[config.mk]
export PLATFORM = sky130hd
export DESIGN_NAME = json_payload_object_extractor_core_flat
export DESIGN_NICKNAME = d
export VERILOG_FILES = /design/src/sv/jpoe_pkg.sv /design/src/sv/jpoe_if.sv /design/src/sv/jpoe_window.sv /design/src/sv/jpoe_scan.sv /design/src/sv/json_payload_object_extractor_core.sv /design/src/flat_wrapper.sv
export SDC_FILE = /design/constraint.sdc
export NUM_CORES = 1
export LEC_CHECK = 0
export ABC_AREA = 1
export BUFFER_PORTS_ARGS = -buffer_cell sky130_fd_sc_hd__buf_4
export CAP_MARGIN = 10
export CORE_ASPECT_RATIO = 0.75
export CORE_MARGIN = 3
export CORE_UTILIZATION = 60
export DETAILED_ROUTE_END_ITERATION = 7
export GPL_TIMING_DRIVEN = 0
export PLACE_DENSITY_LB_ADDON = 0.08
export SKIP_LAST_GASP = 1
export SYNTH_ARGS = -nofsm -noshare
export SYNTH_HDL_FRONTEND = slang
export SYNTH_HIERARCHICAL = 1
export SYNTH_SLANG_ARGS = --single-unit
[constraint.sdc]
create_clock -name i_clk -period 3.1 [get_ports i_clk]
set_input_delay 0.31 -clock i_clk [delete_from_list [all_inputs] [get_ports i_clk]]
set_output_delay 0.31 -clock i_clk [all_outputs]
set_load 0.02 [all_outputs]
[src/sv/jpoe_pkg.sv]
// Shared types and constants for the JSON payload object extractor.
package jpoe_pkg;

    localparam int DEPTH_BITS_DEF = 8;
    localparam int WINDOW_LEN     = 9;

    // Key without its trailing colon; oldest byte sits in the top bits.
    localparam logic [8*WINDOW_LEN-1:0] KEY_HEAD  = "\"payload\"";
    localparam logic [7:0]              CH_COLON  = ":";
    localparam logic [7:0]              CH_SPACE  = " ";
    localparam logic [7:0]              CH_TAB    = 8'h09;
    localparam logic [7:0]              CH_OPEN   = "{";
    localparam logic [7:0]              CH_CLOSE  = "}";
    localparam logic [7:0]              CH_QUOTE  = "\"";
    localparam logic [7:0]              CH_BSLASH = 8'h5c;

    typedef enum logic [1:0] {
        PH_SEARCH = 2'd0,
        PH_BLANK  = 2'd1,
        PH_OBJECT = 2'd2,
        PH_DONE   = 2'd3
    } t_phase;

    typedef enum logic [1:0] {
        ST_WORK = 2'd0,
        ST_OK   = 2'd1,
        ST_FAIL = 2'd2
    } t_status;

    typedef struct packed {
        logic    keep;
        logic    object_end;
        t_status status;
    } t_result;

endpackage

[src/sv/jpoe_if.sv]
// Handshake channels for line bytes in and marked bytes out.
interface jpoe_in_if;
    logic       valid;
    logic       ready;
    logic [7:0] line_byte;
    logic       line_last;

    modport source (output valid, output line_byte, output line_last, input ready);
    modport sink (input valid, input line_byte, input line_last, output ready);
endinterface

interface jpoe_out_if;
    logic       valid;
    logic       ready;
    logic [7:0] echo_byte;
    logic       keep;
    logic       object_end;
    logic [1:0] status;

    modport source (output valid, output echo_byte, output keep, output object_end,
                    output status, input ready);
    modport sink (input valid, input echo_byte, input keep, input object_end,
                  input status, output ready);
endinterface

[src/sv/jpoe_window.sv]
// Window of recent bytes and key detector.
module jpoe_window (
    input  logic       i_clk,
    input  logic       i_rst_n,
    input  logic       i_step,
    input  logic       i_searching,
    input  logic       i_last,
    input  logic [7:0] i_byte,
    output logic       o_key_hit
);
    localparam int WinW = 8 * jpoe_pkg::WINDOW_LEN;

    logic [WinW-1:0] r_win;
    logic [WinW-1:0] n_win;

    assign n_win     = {r_win[WinW-9:0], i_byte};
    assign o_key_hit = (i_byte == jpoe_pkg::CH_COLON) && (r_win == jpoe_pkg::KEY_HEAD);

    always_ff @(posedge i_clk) begin
        if (!i_rst_n) begin
            r_win <= '0;
        end else if (i_step) begin
            // Start each line with an empty window.
            if (i_last) begin
                r_win <= '0;
            end else if (i_searching) begin
                r_win <= n_win;
            end
        end
    end
endmodule

[src/sv/jpoe_scan.sv]
// Phase, brace depth and string tracking with per-byte result decode.
module jpoe_scan #(
    parameter int DEPTH_BITS = jpoe_pkg::DEPTH_BITS_DEF
) (
    input  logic              i_clk,
    input  logic              i_rst_n,
    input  logic              i_step,
    input  logic [7:0]        i_byte,
    input  logic              i_last,
    input  logic              i_key_hit,
    output logic              o_searching,
    output jpoe_pkg::t_result o_result
);
    jpoe_pkg::t_phase  r_phase, n_phase;
    jpoe_pkg::t_status r_verdict, n_verdict;
    logic [DEPTH_BITS-1:0] r_depth, n_depth, depth_dec;
    logic r_in_str, n_in_str;
    logic r_esc, n_esc;

    logic is_blank, is_open, is_close, is_quote, is_bslash, depth_full;

    assign is_blank    = (i_byte == jpoe_pkg::CH_SPACE) || (i_byte == jpoe_pkg::CH_TAB);
    assign is_open     = (i_byte == jpoe_pkg::CH_OPEN);
    assign is_close    = (i_byte == jpoe_pkg::CH_CLOSE);
    assign is_quote    = (i_byte == jpoe_pkg::CH_QUOTE);
    assign is_bslash   = (i_byte == jpoe_pkg::CH_BSLASH);
    assign depth_full  = &r_depth;
    assign depth_dec   = r_depth - DEPTH_BITS'(1);
    assign o_searching = (r_phase == jpoe_pkg::PH_SEARCH);

    // Next state, before the end-of-line clear.
    always_comb begin
        n_phase   = r_phase;
        n_verdict = r_verdict;
        n_depth   = r_depth;
        n_in_str  = r_in_str;
        n_esc     = r_esc;
        case (r_phase)
            jpoe_pkg::PH_SEARCH: begin
                if (i_key_hit) begin
                    n_phase = jpoe_pkg::PH_BLANK;
                end
            end
            jpoe_pkg::PH_BLANK: begin
                if (is_blank) begin
                    n_phase = jpoe_pkg::PH_BLANK;
                end else if (is_open) begin
                    n_phase  = jpoe_pkg::PH_OBJECT;
                    n_depth  = DEPTH_BITS'(1);
                    n_in_str = 1'b0;
                    n_esc    = 1'b0;
                end else begin
                    n_phase   = jpoe_pkg::PH_DONE;
                    n_verdict = jpoe_pkg::ST_FAIL;
                end
            end
            jpoe_pkg::PH_OBJECT: begin
                if (r_in_str) begin
                    if (r_esc) begin
                        n_esc = 1'b0;
                    end else if (is_bslash) begin
                        n_esc = 1'b1;
                    end else if (is_quote) begin
                        n_in_str = 1'b0;
                    end
                end else if (is_quote) begin
                    n_in_str = 1'b1;
                end else if (is_open) begin
                    if (depth_full) begin
                        n_phase   = jpoe_pkg::PH_DONE;
                        n_verdict = jpoe_pkg::ST_FAIL;
                    end else begin
                        n_depth = r_depth + DEPTH_BITS'(1);
                    end
                end else if (is_close) begin
                    n_depth = depth_dec;
                    if (depth_dec == '0) begin
                        n_phase   = jpoe_pkg::PH_DONE;
                        n_verdict = jpoe_pkg::ST_OK;
                    end
                end
            end
            default: begin
                n_phase = r_phase;
            end
        endcase
    end

    // Result for the current byte.
    always_comb begin
        o_result.keep       = 1'b0;
        o_result.object_end = 1'b0;
        o_result.status     = jpoe_pkg::ST_WORK;
        case (r_phase)
            jpoe_pkg::PH_SEARCH: begin
                o_result.keep = 1'b0;
            end
            jpoe_pkg::PH_BLANK: begin
                if (is_open) begin
                    o_result.keep = 1'b1;
                end else if (!is_blank) begin
                    o_result.status = jpoe_pkg::ST_FAIL;
                end
            end
            jpoe_pkg::PH_OBJECT: begin
                if (!r_in_str && !is_quote && is_open && depth_full) begin
                    o_result.status = jpoe_pkg::ST_FAIL;
                end else begin
                    o_result.keep = 1'b1;
                end
                if (!r_in_str && is_close && depth_dec == '0) begin
                    o_result.object_end = 1'b1;
                    o_result.status     = jpoe_pkg::ST_OK;
                end
            end
            default: begin
                o_result.status = r_verdict;
            end
        endcase
        // Fail a line that ends before the object closes, also one in which the key was never found.
        if (i_last && n_phase != jpoe_pkg::PH_DONE) begin
            o_result.keep   = 1'b0;
            o_result.status = jpoe_pkg::ST_FAIL;
        end
    end

    always_ff @(posedge i_clk) begin
        if (!i_rst_n) begin
            r_phase   <= jpoe_pkg::PH_SEARCH;
            r_verdict <= jpoe_pkg::ST_WORK;
            r_depth   <= '0;
            r_in_str  <= 1'b0;
            r_esc     <= 1'b0;
        end else if (i_step) begin
            if (i_last) begin
                r_phase   <= jpoe_pkg::PH_SEARCH;
                r_verdict <= jpoe_pkg::ST_WORK;
                r_depth   <= '0;
                r_in_str  <= 1'b0;
                r_esc     <= 1'b0;
            end else begin
                r_phase   <= n_phase;
                r_verdict <= n_verdict;
                r_depth   <= n_depth;
                r_in_str  <= n_in_str;
                r_esc     <= n_esc;
            end
        end
    end
endmodule

[src/sv/json_payload_object_extractor_core.sv]
// A byte accepted into the core shows its result from the result register in the cycle after.
// Throughput: one byte per cycle while the output side is ready; the result register frees as soon as it is taken,
// and a new byte is taken in the same cycle the held result leaves.
// Reset (synchronous, active low) empties the result register, clears the key window
// and returns the scanner to key search; window and scanner clear the same way after every line's last byte.
module json_payload_object_extractor_core #(
    parameter int DEPTH_BITS = jpoe_pkg::DEPTH_BITS_DEF
) (
    input  logic              i_clk,
    input  logic              i_rst_n,
    jpoe_in_if.sink           i_line,
    jpoe_out_if.source        o_result
);
    logic              step;
    logic              searching;
    logic              key_hit;
    jpoe_pkg::t_result res;

    logic              r_out_valid;
    logic [7:0]        r_byte;
    jpoe_pkg::t_result r_res;

    assign i_line.ready = !r_out_valid || o_result.ready;
    assign step         = i_line.valid && i_line.ready;

    jpoe_window u_window (
        .i_clk       (i_clk),
        .i_rst_n     (i_rst_n),
        .i_step      (step),
        .i_searching (searching),
        .i_last      (i_line.line_last),
        .i_byte      (i_line.line_byte),
        .o_key_hit   (key_hit)
    );

    jpoe_scan #(
        .DEPTH_BITS (DEPTH_BITS)
    ) u_scan (
        .i_clk       (i_clk),
        .i_rst_n     (i_rst_n),
        .i_step      (step),
        .i_byte      (i_line.line_byte),
        .i_last      (i_line.line_last),
        .i_key_hit   (key_hit),
        .o_searching (searching),
        .o_result    (res)
    );

    always_ff @(posedge i_clk) begin
        if (!i_rst_n) begin
            r_out_valid <= 1'b0;
        end else if (step) begin
            r_out_valid <= 1'b1;
        end else if (o_result.ready) begin
            r_out_valid <= 1'b0;
        end
    end

    always_ff @(posedge i_clk) begin
        if (step) begin
            r_byte <= i_line.line_byte;
            r_res  <= res;
        end
    end

    assign o_result.valid      = r_out_valid;
    assign o_result.echo_byte  = r_byte;
    assign o_result.keep       = r_res.keep;
    assign o_result.object_end = r_res.object_end;
    assign o_result.status     = r_res.status;

    a_end_is_kept_ok: assert property (@(posedge i_clk) disable iff (!i_rst_n)
        (o_result.valid && o_result.object_end)
            |-> (o_result.keep && o_result.status == jpoe_pkg::ST_OK))
        else $error("object end without keep and ok status");

    a_keep_not_failed: assert property (@(posedge i_clk) disable iff (!i_rst_n)
        (o_result.valid && o_result.keep) |-> (o_result.status != jpoe_pkg::ST_FAIL))
        else $error("kept byte carries failed status");

    a_line_end_clears: assert property (@(posedge i_clk) disable iff (!i_rst_n)
        (step && i_line.line_last) |=> searching)
        else $error("scanner not back in key search after line end");

    a_hit_only_searching: assert property (@(posedge i_clk) disable iff (!i_rst_n)
        (step && key_hit && searching && !i_line.line_last) |=> !searching)
        else $error("key hit did not leave key search");
endmodule

[src/flat_wrapper.sv]
// flat-port wrapper written by rule: the top's interface ports become plain ports
module json_payload_object_extractor_core_flat 
#(
    parameter int DEPTH_BITS = jpoe_pkg::DEPTH_BITS_DEF
)
  (i_clk, i_rst_n, i_line_valid, i_line_line_byte, i_line_line_last, i_line_ready, o_result_valid, o_result_echo_byte, o_result_keep, o_result_object_end, o_result_status, o_result_ready);
  jpoe_in_if i_line_i ();
  jpoe_out_if o_result_i ();
  input  logic i_clk;
  input  logic i_rst_n;
  input wire logic [$bits(i_line_i.valid)-1:0] i_line_valid;
  input wire logic [$bits(i_line_i.line_byte)-1:0] i_line_line_byte;
  input wire logic [$bits(i_line_i.line_last)-1:0] i_line_line_last;
  output wire logic [$bits(i_line_i.ready)-1:0] i_line_ready;
  output wire logic [$bits(o_result_i.valid)-1:0] o_result_valid;
  output wire logic [$bits(o_result_i.echo_byte)-1:0] o_result_echo_byte;
  output wire logic [$bits(o_result_i.keep)-1:0] o_result_keep;
  output wire logic [$bits(o_result_i.object_end)-1:0] o_result_object_end;
  output wire logic [$bits(o_result_i.status)-1:0] o_result_status;
  input wire logic [$bits(o_result_i.ready)-1:0] o_result_ready;
  assign i_line_i.valid = i_line_valid;
  assign i_line_i.line_byte = i_line_line_byte;
  assign i_line_i.line_last = i_line_line_last;
  assign i_line_ready = i_line_i.ready;
  assign o_result_valid = o_result_i.valid;
  assign o_result_echo_byte = o_result_i.echo_byte;
  assign o_result_keep = o_result_i.keep;
  assign o_result_object_end = o_result_i.object_end;
  assign o_result_status = o_result_i.status;
  assign o_result_i.ready = o_result_ready;
  json_payload_object_extractor_core #(.DEPTH_BITS(DEPTH_BITS)) u_core (.i_clk(i_clk), .i_rst_n(i_rst_n), .i_line(i_line_i), .o_result(o_result_i));
endmodule
; Yosys cells after proc, flatten, opt, wreduce, memory -nomap -nowiden
; Index checks and enable logic that the tools add are counted.
[classes]
mux = 56
reduce_logical = 24
n_addsub = 2
div = 0
eq_ne = 21
n_mul = 0
magnitude_cmp = 0
shifts = 0
bitwise = 0
[ops]
columns = op, count
row1 = 72-bit two-way mux, 2
row2 = 72-bit by 70-bit equality test with 1-bit output (second input constant), 1
row3 = 8-bit two-way mux, 8
row4 = 2-bit two-way mux, 21
row5 = 8-bit by 6-bit equality test with 1-bit output (second input constant), 3
row6 = 8-bit by 7-bit equality test with 1-bit output (second input constant), 3
row7 = 3-bit inequality test (second input constant), 6
row8 = 1-bit two-way mux, 17
row9 = 4-bit inequality test (second input constant), 4
row10 = 8-bit case mux with 2 select lines, 1
row11 = 8-bit AND reduction, 2
row12 = 2-bit case mux with 3 select lines, 2
row13 = 9-bit AND reduction, 1
row14 = 8-bit by 1-bit adder with 8-bit output (second input constant), 1
row15 = 8-bit by 4-bit equality test with 1-bit output (second input constant), 1
row16 = 1-bit logical AND, 8
row17 = 8-bit zero test, 1
row18 = 8-bit by 1-bit subtractor with 8-bit output (second input constant), 1
row19 = 1-bit case mux with 2 select lines, 3
row20 = 5-bit AND reduction, 1
row21 = 2-bit case mux with 2 select lines, 1
row22 = 4-bit AND reduction, 1
row23 = 2-bit nonzero test, 2
row24 = 1-bit zero test, 3
row25 = 8 further kinds, 9
[word_totals]
output_inout_bits = 14
regBits = 99
ramBits = 0
mem_bits_ro = 0
n_memories = 0
latchBits = 0
word_cells = 114

; Depth between registers and ports, before layout
; Gate-level depths: netlist of run 1.
[logic_depth]
depth_word = 10
depth_mapped = 15
mapped_depth_nobuf = 15

; Cells and area by module
; Netlist of run 1, hierarchy kept.
[modules_own_cells]
columns = module, instances, seq_area_each_um2, cells_each, area_per_inst_um2
row1 = jpoe_window, 1, 1441.4, 395, 3108.0
row2 = jpoe_scan, 1, 280.3, 238, 1456.4
row3 = json_payload_object_extractor_core, 1, 380.4, 19, 411.6

; Worst setup path before layout of run 1
; Ideal clock, no wire load.
[synth_path]
path_kind = reg2reg
startpoint = reg u_core.r_out_valid (netlist: u_core/o_result.valid)
endpoint = reg u_core.u_scan.r_depth[2]
path_slack_ns = 0.750
arrival_ns = 2.231
path_stages_with_launch = 9
path_buffers = 0
cell_sequence = dfxtp_1 > a21oi_1 > inv_1 > nor3_4 > nand2_2 > nor2_4 > inv_4 > o21ai_0 > a21oi_1
[synth_between]
elab_chain_len = 4
[synth_rtl]
columns = element, line
row1 = start: declaration, json_payload_object_extractor_core.sv:19  ; logic r_out_valid;
row2 = start signal: assignment, json_payload_object_extractor_core.sv:51  ; r_out_valid <= 1'b0;
row3 = start signal: assignment, json_payload_object_extractor_core.sv:53  ; r_out_valid <= 1'b1;
row4 = start signal: assignment, json_payload_object_extractor_core.sv:55  ; r_out_valid <= 1'b0;
row5 = 1-bit zero test, json_payload_object_extractor_core.sv:23  ; assign i_line.ready = !r_out_valid || o_result.ready;
row6 = 1-bit logical OR, json_payload_object_extractor_core.sv:23
row7 = 1-bit logical AND, json_payload_object_extractor_core.sv:24  ; assign step = i_line.valid && i_line.ready;
row8 = net u_core.step, json_payload_object_extractor_core.sv:14  ; logic step;
row9 = 8-bit AND reduction (no line), --
row10 = end signal: assignment, jpoe_scan.sv:144  ; r_depth <= n_depth;
row11 = end: declaration, jpoe_scan.sv:16  ; logic [DEPTH_BITS-1:0] r_depth, n_depth, depth_dec;
; The timed path passes the listed nets, and every way through them passes these cells.
; A chain may end at the register's enable or synchronous reset.

; Final worst setup path of run 1
[layout_path]
startpoint = reg u_core.u_scan.r_depth[0]
endpoint = reg u_core.r_res (netlist bit u_core/o_result.status[1]) (data pin)
[layout_between]
elab_chain_len = 10
word_cells_on_any_way = 17
cone_classes = 1 x add/sub / 1 x eq/ne / 10 x mux / 5 x reduce/logical
[layout_rtl]
columns = element, line
row1 = 8-bit by 1-bit subtractor with 8-bit output, jpoe_scan.sv:28  ; assign depth_dec = r_depth - DEPTH_BITS'(1);
row2 = 8-bit zero test, "jpoe_scan.sv:77, jpoe_scan.sv:111"
row3 = 2-bit two-way mux, jpoe_scan.sv:77  ; if (depth_dec == '0) begin
row4 = 2-bit two-way mux, jpoe_scan.sv:75  ; end else if (is_close) begin
row5 = 2-bit two-way mux, jpoe_scan.sv:68  ; end else if (is_open) begin
row6 = 2-bit two-way mux, jpoe_scan.sv:66  ; end else if (is_quote) begin
row7 = 2-bit two-way mux, jpoe_scan.sv:58  ; if (r_in_str) begin
row8 = 2-bit case mux with 3 select lines, jpoe_scan.sv:38  ; case (r_phase)
row9 = 2-bit inequality test, jpoe_scan.sv:121  ; if (i_last && n_phase != jpoe_pkg::PH_DONE) begin
row10 = 1-bit logical AND, jpoe_scan.sv:121
row11 = end signal: assignment, json_payload_object_extractor_core.sv:62  ; r_res <= res;
row12 = end: declaration, json_payload_object_extractor_core.sv:21  ; jpoe_pkg::t_result r_res;
; Parallel ways exist; a longest one is shown, timed or not.

==> flow_metrics.env, run 1 <==
export IMPL_route_detailed_drc=0
export IMPL_cts_sinks=99
export IMPL_finClkSkew_ns=0.0141
export IMPL_drt_wl_total_microns=12100
export IMPL_synth_cells=652
export IMPL_switchingPower_uw=734
export IMPL_clkTransAtPathRegs_ns=0.10
export IMPL_combPwrFrac=0.135
export IMPL_grt_max_degree=19
export IMPL_switching_share=0.284
export IMPL_cellLeakagePower_uw=0.00206
export IMPL_synth_top_area_cell="dfxtp_1"
export IMPL_clk_latency_ns=0.37
export IMPL_cts_made_buffers=9
export IMPL_postCtsSetupBuffers=0
export IMPL_synth_seq_cells=99
export IMPL_syn2layout_area_growth_pct=11.0
export IMPL_min_path_type="input pin to flip-flop"
export IMPL_ff2ff_path_depth=13
export IMPL_worstPathArrival_ns=2.52
export IMPL_hold_buffers=0
export IMPL_grt_pass1_vias=4020
export IMPL_synth_simple_area_share=0.258
export IMPL_wl_per_cell_microns=15.1
export IMPL_final_common_cell="nand2_1"
export IMPL_synthXorXnorAreaFrac=0.00855
export IMPL_power_density_nw_per_um2=468
export IMPL_fp_dieW_microns=111
export IMPL_cts_resized=0
export IMPL_start_kind="flip-flop"
export IMPL_ir_drop_uv=427
export IMPL_clockBufferDepth=2
export IMPL_required_ns=3.23
export IMPL_synth_area_per_cell_sq_um=7.63
export IMPL_finalSetupViolations=0
export IMPL_fin_crit_sh=0.771
export IMPL_p_seq_frac=0.532
export IMPL_die_area_sq_um=9430
export IMPL_antenna_found_initial=0
export IMPL_setup_tns_ns=0
export IMPL_portBuffers=26
export IMPL_power_uw=2580
export IMPL_synth_fa_ha_area_frac=0.0176
export IMPL_max_freq_mhz=419
export IMPL_rows=28
export IMPL_worst_path_max_fanout=6
export IMPL_yosys_warnings=6
export IMPL_intPower_uw=1850
export IMPL_worstReg2RegStart="u_core/u_scan/r_depth[0]$_SDFFE_PN0P_"
export IMPL_end_kind="flip-flop"
export IMPL_htreeDepth=3
export IMPL_core_sq_um=7990
export IMPL_async_flop_share=0
export IMPL_min_delay_start="i_line_line_byte[6]"
export IMPL_hold_path_end="u_core/o_result.echo_byte[6]$_DFFE_PP_"
export IMPL_cts_tree="yes"
export IMPL_start_util=0.623
export IMPL_fill_cells=678
export IMPL_grt_setup_unrepaired="false"
export IMPL_place_congestion=0.882
export IMPL_overflow=0
export IMPL_cp_slowest_stage_delay_ns=0.38
export IMPL_fin_nets=710
export IMPL_grt_pass1_wl_microns=19800
export IMPL_synth_fp_nets=672
export IMPL_synth_ff_type="dfxtp_1"
export IMPL_tightest_slew_ns=0.787
export IMPL_cp_slowest_cell="dfxtp_1"
export IMPL_first_pass_iters=5
export IMPL_netlist_area_sq_um=4980
export IMPL_synth_top_family_by_area="simple AND/OR/NAND/NOR gates"
export IMPL_synth_top_area_share=0.350
export IMPL_finalHoldViolations=0
export IMPL_drv_slew=0
export IMPL_min_period_ns=2.39
export IMPL_io_pin_count=27
export IMPL_drtIter0Drc=390
export IMPL_ys_seq_area_frac=0.422
export IMPL_grt_usage=0.259
export IMPL_synthDistinctLibCells=43
export IMPL_cp_cell_sequence="inv_1 > ha_1 > nand2_1 > o21ai_0 > nand3_1 > nor2_1 > nand4_1 > nand3_1 > nand2_1 > a21oi_2 > nand2_1 > nand2_1 > nand2_1"
export IMPL_crit_top_cell="nand2_1"
export IMPL_worstHoldPathCells=1
export IMPL_maxCapViolations=0
export IMPL_ant_nets=0
export IMPL_layout_common_cells="nand2_1, a21oi_1, dfxtp_1"
export IMPL_yosys_top_cells_area="dfxtp_1, nand2_1, a21oi_1"
export IMPL_rr_endpoint="u_core/o_result.status[1]$_DFFE_PP_"
export IMPL_root_buffer="clkbuf_8"
export IMPL_n_antenna_cell=0
export IMPL_rrSetupSlack_ns=0.71
export IMPL_drive_gt1_frac=0.165
export IMPL_power_frac_clock=0.333
export IMPL_dieHeight_microns=84.9
export IMPL_synth_edf_count=12
export IMPL_vias=4555
export IMPL_max_slew_margin=0.476
export IMPL_worstSetupPathType="flip-flop to flip-flop"
export IMPL_avgViaCountPerCell=5.69
export IMPL_synth_compound_area_share=0.198
export IMPL_fin_util=0.691
export IMPL_dp_final_hpwl_microns=8860
export IMPL_outcome="completed"
export IMPL_synthMuxAreaShare=0
[sequential cells by signal (all words and copies together), names as in the netlist]
register and flops:
u_core/o_result.echo_byte 8, u_core/o_result.keep 1, u_core/o_result.object_end 1, u_core/o_result.status 2, u_core/o_result.valid 1, u_core/u_scan/r_depth 8, u_core/u_scan/r_esc 1, u_core/u_scan/r_in_str 1
u_core/u_scan/r_phase 2, u_core/u_scan/r_verdict 2, u_core/u_window/r_win 72
[critical path: cells and delay by family, from the launching register on]
kind,cells,cell delay [ns]
AND/OR/NAND/NOR,9,1.04
flip-flops,1,0.38
AO/OA/AOI/OAI,2,0.38
adder cells (fa/ha/maj),1,0.21
buffers and inverters,1,0.14
[cell type report]
class / instances / area, sq um / share of cell area
clock inverters: 7 / 83.8 / 0.0152
inverters: 72 / 273 / 0.0494
multi-input cells: 450 / 2400 / 0.435
repair buffers: 27 / 206 / 0.0374
clock buffers: 9 / 124 / 0.0224
plain buffers: 31 / 200 / 0.0363
flip-flops and latches: 99 / 2100 / 0.381
well taps: 105 / 131 / 0.0238
[cell families (layout without fill, tap and decap cells)]
logic type	after synthesis	after routing
xor+xnor	4	4
compound gates	154	154
flops	99	99
buf+inv	103	146
simple gates	285	285
fa+ha+maj	7	7
[worst max path at each step]
stage / cells past startpoint / slack (ns) / startpoint / end
global route: 9 / 0.52 / u_core/o_result.valid$_SDFFE_PN0P_ / u_core/u_scan/r_depth[1]$_SDFFE_PN0P_
detailed placement: 11 / 0.66 / i_line_valid / u_core/u_scan/r_depth[2]$_SDFFE_PN0P_
finish: 13 / 0.71 / u_core/u_scan/r_depth[0]$_SDFFE_PN0P_ / u_core/o_result.status[1]$_DFFE_PP_
global placement: 10 / 0.19 / i_line_valid / u_core/u_scan/r_depth[6]$_SDFFE_PN0P_
floorplan: 8 / 0.75 / u_core/o_result.valid$_SDFFE_PN0P_ / u_core/u_scan/r_depth[2]$_SDFFE_PN0P_
CTS: 9 / 0.73 / u_core/o_result.valid$_SDFFE_PN0P_ / u_core/u_scan/r_depth[2]$_SDFFE_PN0P_
[cells in the mapped netlist, types with 6 or more instances]
cell,count
a211oi_1,10
nor3_1,6
nor2_1,52
buf_6,9
edfxtp_1,12
inv_2,8
buf_2,7
dfxtp_1,87
o21ai_0,21
a21oi_1,91
inv_1,63
nand2_1,134
nand4_1,7
a211oi_2,20
nand3_1,61
clkbuf_1,8
ha_1,7
[per-layer routing]
layer | GRT usage | wire length [microns] | part of all wire
met1 | 0.403 | 6200 | 0.51
met2 | 0.367 | 4950 | 0.41
met3 | 0.0577 | 841 | 0.070
met4 | 0.0619 | 61 | 0.0051
met5 | 0 | 0 | 0
[metrics by stage]
step                hold slack (ns)  std cells  setup WS [ns]  instance area, sq um
global route                  0.132        800          0.520                  5520
finish                        0.165        800          0.711                  5520
floorplan                     0.409        652          0.750                  4980
global placement              0.429        783          0.193                  5300
detailed placement            0.432        784          0.661                  5310
CTS                           0.144        800          0.729                  5520
[power by group through the flow]
stage	registers, uW	logic (uW)	clock network, uW
after floorplan	1410	230	0
after CTS	1370	343	881
after global placement	1400	331	0
after global routing	1380	382	932
after detailed placement	1400	340	0
final	1380	348	860
Power figures use the tool's default switching activity.
==> run 2: changes to the inputs <==
Clock period 3.1 ns to 2.25 ns, I/O delays scaled along.
==> flow_metrics.env, run 2 (synthesis results as in run 1) <==
export IMPL_final_common_cell="nand2_1"
export IMPL_avgViaCountPerCell=5.59
export IMPL_fin_util=0.696
export IMPL_switchingPower_uw=963
export IMPL_met2_usage=0.372
export IMPL_hold_buffers=0
export IMPL_dieHeight_microns=84.9
export IMPL_syn2layout_area_growth_pct=11.8
export IMPL_power_density_nw_per_um2=620
export IMPL_start_kind="flip-flop"
export IMPL_finClkSkew_ns=0.0127
export IMPL_die_area_sq_um=9430
export IMPL_intPower_uw=2490
export IMPL_place_congestion=0.920
export IMPL_fp_dieW_microns=111
export IMPL_vias=4481
export IMPL_io_pin_count=27
export IMPL_start_util=0.623
export IMPL_grt_usage=0.263
export IMPL_maxCapViolations=0
export IMPL_portBuffers=26
export IMPL_switching_share=0.279
export IMPL_first_pass_iters=5
export IMPL_finalHoldViolations=0
export IMPL_worstSetupPathType="flip-flop to flip-flop"
export IMPL_n_antenna_cell=0
export IMPL_gr_usage_met1=0.407
export IMPL_rows=28
export IMPL_cts_tree="yes"
export IMPL_fin_crit_sh=0.951
export IMPL_p_seq_frac=0.550
export IMPL_min_path_type="input pin to flip-flop"
export IMPL_core_sq_um=7990
export IMPL_cellLeakagePower_uw=0.00207
export IMPL_cts_made_buffers=9
export IMPL_tightest_slew_ns=0.718
export IMPL_min_period_ns=2.14
export IMPL_drt_wl_total_microns=12200
export IMPL_cts_sinks=99
export IMPL_finalSetupViolations=0
export IMPL_outcome="completed"
export IMPL_grt_max_degree=17
export IMPL_dp_final_hpwl_microns=8990
export IMPL_clockBufferDepth=2
export IMPL_power_frac_clock=0.308
export IMPL_worst_path_max_fanout=6
export IMPL_wl_per_cell_microns=15.2
export IMPL_ant_nets=0
export IMPL_ir_drop_uv=501
export IMPL_required_ns=2.37
export IMPL_clkTransAtPathRegs_ns=0.10
export IMPL_drtIter0Drc=365
export IMPL_worstPathArrival_ns=2.26
export IMPL_grt_busiest_layer="met1"
export IMPL_route_detailed_drc=0
export IMPL_regMostFlops="u_core/u_window/r_win"
export IMPL_max_freq_mhz=467
export IMPL_end_kind="flip-flop"
export IMPL_drive_gt1_frac=0.187
export IMPL_fin_nets=712
export IMPL_met3_usage=0.0527
export IMPL_worst_hold_slack_ns=0.0807
export IMPL_combPwrFrac=0.141
export IMPL_layout_common_cells="nand2_1, a21oi_1, dfxtp_1"
export IMPL_overflow=0
export IMPL_grt_pass1_wl_microns=20100
export IMPL_largest_reg_flops=72
export IMPL_root_buffer="clkbuf_8"
export IMPL_antenna_found_initial=0
export IMPL_clk_latency_ns=0.37
export IMPL_max_slew_margin=0.521
export IMPL_grt_pass1_vias=4075
export IMPL_drv_slew=0
export IMPL_rrSetupSlack_ns=0.11
export IMPL_htreeDepth=3
## run 2: changes by cell type in the layout (fill, tap and decap cells not counted), sizes merged
cell | previous run | this run
buf | 50 | 52
clkbuf | 17 | 19
bufinv | 1 | 0
clkinvlp | 1 | 0
inv | 74 | 73
## run 2: stage by stage
stage	instance area (sq um)	TNS, ns	instances	setup WS [ns]	power, uW
after CTS	5490	0	798	0.00382	3450
after global routing	5560	-0.0534	801	-0.0534	3600
final	5560	0	801	0.110	3450
after global placement	5310	-0.882	783	-0.173	2390
after floorplan	4980	0	652	0.254	2260
after detailed placement	5310	-1.04	783	-0.205	2400
## run 2: power groups by stage
stage | Clock (uW) | Sequential [uW] | Combinational (uW)
after floorplan | 0 | 1940 | 317
after global placement | 0 | 1930 | 457
after detailed placement | 0 | 1940 | 466
after CTS | 1090 | 1900 | 469
after global routing | 1160 | 1910 | 536
final | 1060 | 1900 | 487
## run 2: what timing repair did
action	in CTS	in global routing
gates cloned	0	0
setup buffers	0	3
pin swaps	0	6
gates resized for setup	2	19
endpoints found under the setup margin	9	14
## run 2: area by class of cell
class                      instances  area (sq um)
buffer                            31           200
clock buffer                      11           153
clock inverter                     4          25.0
fill                             679          2420
inverter                          72           275
multi-input combinational        450          2450
sequential                        99          2110
tap                              105           131
timing repair buffer              29           218
## run 2: final timing paths
kind	from	endpoint	cells past startpoint
max	u_core/u_scan/r_depth[0]$_SDFFE_PN0P_	u_core/o_result.status[1]$_DFFE_PP_	15
min	i_line_line_byte[7]	u_core/o_result.echo_byte[7]$_DFFE_PP_	1
max reg2reg	u_core/u_scan/r_depth[0]$_SDFFE_PN0P_	u_core/o_result.status[1]$_DFFE_PP_	15
min reg2reg	u_core/u_scan/r_verdict[1]$_SDFFE_PN0P_	u_core/u_scan/r_verdict[1]$_SDFFE_PN0P_	2
## run 2: critical path, stage by stage (launching register included)
cell and delay, ns:
dfxtp_4 0.38, inv_4 0.08, ha_4 0.14, inv_1 0.04
nand2_1 0.08, nand3_1 0.09, nor2_1 0.10, nand2_1 0.06
nor2_2 0.13, nand4_1 0.19, nand3_1 0.15, nand2_1 0.07
a21oi_2 0.18, nand2_2 0.10, nand2_1 0.06, nand2_1 0.04
## run 2: metal layers
layer	part of all wire	vias up	wire, microns
li1	-	2252	-
met4	0.011	0	133
met5	0	-	0
met3	0.065	13	786
met1	0.51	2084	6210
met2	0.41	132	5040
